===== src/hdl/pcse_pkg.sv =====
// ----------------------------------------------------------------------------
// Polynomial coefficient store package
// Shared constants, command codes, controller states and the command and
// status bundles that pass between the controller and the datapath.
// ----------------------------------------------------------------------------
package pcse_pkg;

	localparam int MAX_TERMS  = 128;
	localparam int IDX_W      = $clog2(MAX_TERMS);
	localparam int DATA_W     = 32;
	localparam int TERM_IDX_W = 7;
	localparam int CMD_W      = 3;

	typedef enum logic [CMD_W-1:0] {
		CMD_SET    = 3'd0,
		CMD_ADD    = 3'd1,
		CMD_READ   = 3'd2,
		CMD_CLEAR  = 3'd3,
		CMD_RELOAD = 3'd4,
		CMD_EVAL   = 3'd5,
		CMD_DEGREE = 3'd6
	} pcse_cmd_t;

	typedef enum logic [3:0] {
		ST_IDLE,
		ST_DECODE,
		ST_SET,
		ST_RD,
		ST_ADD,
		ST_READ,
		ST_CLEAR,
		ST_RELOAD,
		ST_EV_START,
		ST_EV_MUL,
		ST_EV_ADD,
		ST_DEG_START,
		ST_DEG_CHK,
		ST_FIN
	} pcse_state_t;

	typedef enum logic [3:0] {
		OP_NONE,
		OP_CAPTURE,
		OP_SET,
		OP_ADD,
		OP_READ,
		OP_CLEAR,
		OP_RELOAD,
		OP_EV_MUL,
		OP_EV_ADD,
		OP_DEG_CHK,
		OP_LOAD_OUT
	} pcse_op_t;

	typedef struct packed {
		pcse_op_t op;
		logic     sel_cnt;
		logic     cnt_init;
		logic     cnt_step;
	} pcse_ctl_t;

	typedef struct packed {
		pcse_cmd_t cmd;
		logic      ev_last;
		logic      deg_stop;
	} pcse_sts_t;

endpackage


===== src/hdl/pcse_ctrl.sv =====
// ----------------------------------------------------------------------------
// Polynomial coefficient store controller
// Sequences each command through the datapath and owns the result valid.
// ----------------------------------------------------------------------------
module pcse_ctrl import pcse_pkg::*; (
	input  logic      clk,
	input  logic      arst_n,
	input  logic      in_valid,
	output logic      in_ready,
	output logic      out_valid,
	input  logic      out_ready,
	output pcse_ctl_t ctl,
	input  pcse_sts_t sts
);

	pcse_state_t state_q;
	pcse_state_t state_d;
	logic        out_valid_q;
	logic        out_free;

	assign out_free  = !out_valid_q || out_ready;
	assign in_ready  = (state_q == ST_IDLE);
	assign out_valid = out_valid_q;

	always_ff @(posedge clk or negedge arst_n) begin
		if (!arst_n) begin
			state_q     <= ST_IDLE;
			out_valid_q <= 1'b0;
		end else begin
			state_q <= state_d;
			if (state_q == ST_FIN && out_free) begin
				out_valid_q <= 1'b1;
			end else if (out_ready) begin
				out_valid_q <= 1'b0;
			end
		end
	end

	always_comb begin
		state_d = state_q;
		case (state_q)
			ST_IDLE: begin
				if (in_valid) begin
					state_d = ST_DECODE;
				end
			end
			ST_DECODE: begin
				case (sts.cmd)
					CMD_SET:    state_d = ST_SET;
					CMD_ADD:    state_d = ST_RD;
					CMD_READ:   state_d = ST_RD;
					CMD_CLEAR:  state_d = ST_CLEAR;
					CMD_RELOAD: state_d = ST_RELOAD;
					CMD_EVAL:   state_d = ST_EV_START;
					CMD_DEGREE: state_d = ST_DEG_START;
					default:    state_d = ST_FIN;
				endcase
			end
			ST_RD: begin
				state_d = (sts.cmd == CMD_ADD) ? ST_ADD : ST_READ;
			end
			ST_SET, ST_ADD, ST_READ, ST_CLEAR, ST_RELOAD: begin
				state_d = ST_FIN;
			end
			ST_EV_START: begin
				state_d = ST_EV_MUL;
			end
			ST_EV_MUL: begin
				state_d = ST_EV_ADD;
			end
			ST_EV_ADD: begin
				state_d = sts.ev_last ? ST_FIN : ST_EV_MUL;
			end
			ST_DEG_START: begin
				state_d = ST_DEG_CHK;
			end
			ST_DEG_CHK: begin
				if (sts.deg_stop) begin
					state_d = ST_FIN;
				end
			end
			ST_FIN: begin
				if (out_free) begin
					state_d = ST_IDLE;
				end
			end
			default: begin
				state_d = ST_IDLE;
			end
		endcase
	end

	always_comb begin
		ctl = '{op: OP_NONE, sel_cnt: 1'b0, cnt_init: 1'b0, cnt_step: 1'b0};
		case (state_q)
			ST_IDLE: begin
				if (in_valid) begin
					ctl.op = OP_CAPTURE;
				end
			end
			ST_DECODE: begin
				ctl.cnt_init = 1'b1;
			end
			ST_SET: begin
				ctl.op = OP_SET;
			end
			ST_ADD: begin
				ctl.op = OP_ADD;
			end
			ST_READ: begin
				ctl.op = OP_READ;
			end
			ST_CLEAR: begin
				ctl.op = OP_CLEAR;
			end
			ST_RELOAD: begin
				ctl.op = OP_RELOAD;
			end
			ST_EV_START, ST_DEG_START: begin
				ctl.sel_cnt  = 1'b1;
				ctl.cnt_step = 1'b1;
			end
			ST_EV_MUL: begin
				ctl.op      = OP_EV_MUL;
				ctl.sel_cnt = 1'b1;
			end
			ST_EV_ADD: begin
				ctl.op       = OP_EV_ADD;
				ctl.sel_cnt  = 1'b1;
				ctl.cnt_step = 1'b1;
			end
			ST_DEG_CHK: begin
				ctl.op       = OP_DEG_CHK;
				ctl.sel_cnt  = 1'b1;
				ctl.cnt_step = 1'b1;
			end
			ST_FIN: begin
				if (out_free) begin
					ctl.op = OP_LOAD_OUT;
				end
			end
			default: begin
				ctl.op = OP_NONE;
			end
		endcase
	end

endmodule


===== config.mk =====
export PLATFORM = sky130hd
export DESIGN_NAME = pcse_ctrl
export DESIGN_NICKNAME = d
export VERILOG_FILES = /design/src/hdl/pcse_pkg.sv /design/src/hdl/pcse_ctrl.sv
export SDC_FILE = /design/constraint.sdc
export NUM_CORES = 1
export LEC_CHECK = 0
export BUFFER_PORTS_ARGS = -buffer_cell sky130_fd_sc_hd__buf_2
export CAP_MARGIN = 20
export CELL_PAD_IN_SITES_DETAIL_PLACEMENT = 0
export CELL_PAD_IN_SITES_GLOBAL_PLACEMENT = 2
export CORE_UTILIZATION = 27
export DETAILED_ROUTE_END_ITERATION = 8
export PLACE_DENSITY = 0.85
export SKIP_CTS_REPAIR_TIMING = 1
export SLEW_MARGIN = 20
export SYNTH_ARGS = -nofsm -noshare
export SYNTH_HDL_FRONTEND = slang
export SYNTH_SLANG_ARGS = --single-unit
export TNS_END_PERCENT = 20

===== constraint.sdc =====
create_clock -name clk -period 1.4 [get_ports clk]
set_input_delay 0.07 -clock clk [delete_from_list [all_inputs] [get_ports clk]]
set_output_delay 0.07 -clock clk [all_outputs]
set_load 0.05 [all_outputs]

==> run_results.csv <==
group,metric,value,unit
clocking,cts_tree,"built",
sta,fin_tns_setup,-0.242,ns
synth,synthCells,74,
layout,nFillCells,198,
flow_run,cap_violations,0,
drt,dr.pass1.iters,4,
drt,drtIter0Drc,14,
floorplan,ios,18,
critical_path,crit_chain,"buf_4 > mux2_4 > o2bb2ai_2 > buf_6",
hold_path,hp-start,"sts[2]",
sta,slew_headroom,78.1,%
placed_design,dp_hpwl,1.05,mm
pwr,switching_share,51.3,%
global_route,globalRouteTotalUtil,14.6,%
drt,wl,1.75,mm
sta,grt_setup_unrepaired,"yes",
critical_path,path_class,"reg -> out",
drt,wl_per_cell,13.2,microns
synth,syn_area_per_cell,8.13,sq um
pwr,combPwrFrac,84.3,%
synth,syn-num-nets,83,
layout,seq_area,129,sq um
global_route,antenna_found_initial,0,
hold_path,hp-class,"in -> reg",
layout,multi_input_area,477,sq um
sta,hold_viol_final,0,
clocking,htreeDepth,1,
pwr,peakVddDrop,1.40,mV
sta,worst_slack,-0.0581,ns
hold_path,holdPathEnd,"state_q[1]$_DFFE_PN0P_",
sta,fmax,0.686,GHz
pwr,p_leak,0.415,nW
floorplan,core_area,0.00202,sq mm
critical_path,worst_setup_path_end_kind,"output port",
global_route,grt_pass1_wl,2.66,mm
placed_design,numPortBuffers,17,
floorplan,rows,16,
clocking,clock_path_buffers,2,
hold_path,whs_path_depth,2,
critical_path,ff2ff_path_depth,6,
drt,vias,655,
synth,synthesis.area,602,sq um
clocking,clockRootBuffer,"clkbuf_4",
sta,fin_skew,0.000154,ns
floorplan,die_h,49.2,microns
sta,finalMaxSlewViolations,0,
synth,synth-seq-area-share,20.8,%
drt,final_antenna_net_count,0,
synth,synth_edf_count,0,
clocking,path_clk_slew,0.04,ns
floorplan,start_util,29.8,%
sta,fin_crit,1.46,ns
critical_path,regToRegSetupSlack,-0.02,ns
global_route,grt_max_degree,22,
global_route,overflow,0,
critical_path,cp.required,1.33,ns
clocking,cts_sinks,5,
layout,syn_to_final_growth,65.9,%
pwr,power.switching,1.49,mW
critical_path,worstSetupStartpointType,"flop",
pwr,pwr_density_cell,2900,mW/mm^2
critical_path,worst_path_max_delay_cell,"dfrtp_2",
layout,fin_nets,115,
synth,synth-seq-cells,5,
critical_path,cpPeakStageDelay,0.44,ns
synth,synth_ff_type,"dfrtp_1",
pwr,p_seq_share,10.2,%
clocking,clock_latency,0.23,ns
synth,synth.lib_cells_used.distinct,38,
layout,drive_gt1_share,59.0,%
critical_path,worstPathMaxFanout,7,
outcome,status,"finished, violations left",
placed_design,pre_cts_ws,0.00125,ns
clocking,cts_buffers,3,
floorplan,die-area,0.00242,sq mm
global_route,grt_pass1_vias,568,
synth,ys_async_sr_fraction,100,%
sta,worst_pin_slew,0.324,ns
pwr,p_clk_share,5.6,%
layout,diodes,0,
critical_path,worst-endpoint-arrival,1.39,ns
drt,via_per_inst,4.96,
sta,min_period_over_period,104,%
pwr,p_int,1.41,mW
floorplan,die_width,49.2,microns
outcome,violations,"negative setup slack",
sta,setup_viol,8,
synth,yosysWarnings,0,
placed_design,place_congestion,0.800,
critical_path,reg2reg_from,"state_q[2]$_DFFE_PN0P_",
drt,drc,0,
critical_path,regToRegEndpoint,"state_q[3]$_DFFE_PN0P_",
==> routing by layer <==
layer	GRT usage [%]	part of all wire (%)	vias to the layer above	wire length [microns]
li1	-	-	328	-
met5	0	0	-	0
met4	10.3	1.1	0	19
met1	20.4	47	310	814
met2	20.8	49	15	861
met3	0.935	2.9	2	51
==> cell type report <==
class / count / area share (%)
multi-input cells: 60 / 47.7
repair buffers: 34 / 32.1
flip-flops and latches: 5 / 12.9
well taps: 27 / 3.38
clock buffers: 4 / 2.63
inverters: 2 / 1.25
==> power groups by stage <==
stage | sequential, mW | clock [mW] | combinational (mW)
after floorplan | 0.298 | 0 | 1.46
after global placement | 0.294 | 0 | 1.89
after detailed placement | 0.299 | 0 | 1.89
after CTS | 0.297 | 0.175 | 1.90
after global routing | 0.303 | 0.182 | 2.58
final | 0.294 | 0.161 | 2.44
==> worst max-delay path by stage <==
stage / from / end / depth (start not counted)
2_1_floorplan: state_q[1]$_DFFE_PN0P_ / state_q[3]$_DFFE_PN0P_ / 4
3_3_place_gp: state_q[2]$_DFFE_PN0P_ / state_q[0]$_DFFE_PN0P_ / 5
3_5_place_dp: state_q[2]$_DFFE_PN0P_ / state_q[0]$_DFFE_PN0P_ / 5
4_1_cts: state_q[2]$_DFFE_PN0P_ / ctl[5] / 3
5_1_grt: state_q[1]$_DFFE_PN0P_ / ctl[4] / 6
6_report: state_q[2]$_DFFE_PN0P_ / ctl[5] / 4
==> layout by cell type (no fill, tap or decap), types with 2 or more instances in the layout <==
cell type  netlist  routed
o21a_1           4       4
clkbuf_4         0       3
a21oi_1          3       3
dfrtp_2          0       3
buf_2            1       9
o21ai_0          2       2
nor2_1           6       5
o31ai_2          2       2
buf_6            3       8
nand3_1          3       3
o21ai_2          2       3
nand2_1          7       7
buf_12           0       3
dfrtp_1          5       2
nor2b_1          3       2
buf_4            3      12
==> synthesized netlist by cell type, drive strengths merged (2+ instances only) <==
| cell | number | share of area [%] |
|---|---|---|
| and3 | 2 | 2.9 |
| o31ai | 3 | 5.4 |
| inv | 2 | 1.2 |
| o21ai | 5 | 5.4 |
| nand3 | 3 | 2.5 |
| nor3b | 2 | 2.5 |
| nor2b | 3 | 3.1 |
| buf | 7 | 10 |
| nand2 | 8 | 5.4 |
| nor3 | 3 | 2.5 |
| o21a | 4 | 5.0 |
| nand2b | 2 | 2.1 |
| dfrtp | 5 | 21 |
| a21oi | 3 | 2.5 |
| nor2 | 7 | 4.8 |
==> flip-flops by register name, summed over array words and instances (netlist names) <==
| register | count |
|---|---|
| out_valid | 1 |
| state_q | 4 |
==> stage by stage <==
step	power, mW	area, sq um	cells	hold WS (ns)	utilization (%)
2_1_floorplan	1.76	629	74	-0.226	-
3_3_place_gp	2.19	785	119	-0.111	38.8
6_report	2.90	998	132	0.121	49.4
4_1_cts	2.37	811	123	-0.372	40.1
3_5_place_dp	2.19	785	119	-0.109	38.8
5_1_grt	3.06	998	132	0.129	49.4
==> logic make-up after synthesis <==
group,share of synthesized area [%]
AO/OA/AOI/OAI,31.2
flip-flops,20.8
AND/OR/NAND/NOR,31.8
XOR/XNOR,2.91
multiplexers,1.87
buffers and inverters,11.4
==> critical path, delay by kind of cell (launching register included) <==
| family | cells | cell delay [ns] |
|---|---|---|
| multiplexers | 1 | 0.29 |
| buffers and inverters | 2 | 0.30 |
| AO/OA/AOI/OAI | 1 | 0.12 |
| flip-flops | 1 | 0.44 |
No activity file was read; power rests on OpenSTA's default activity.
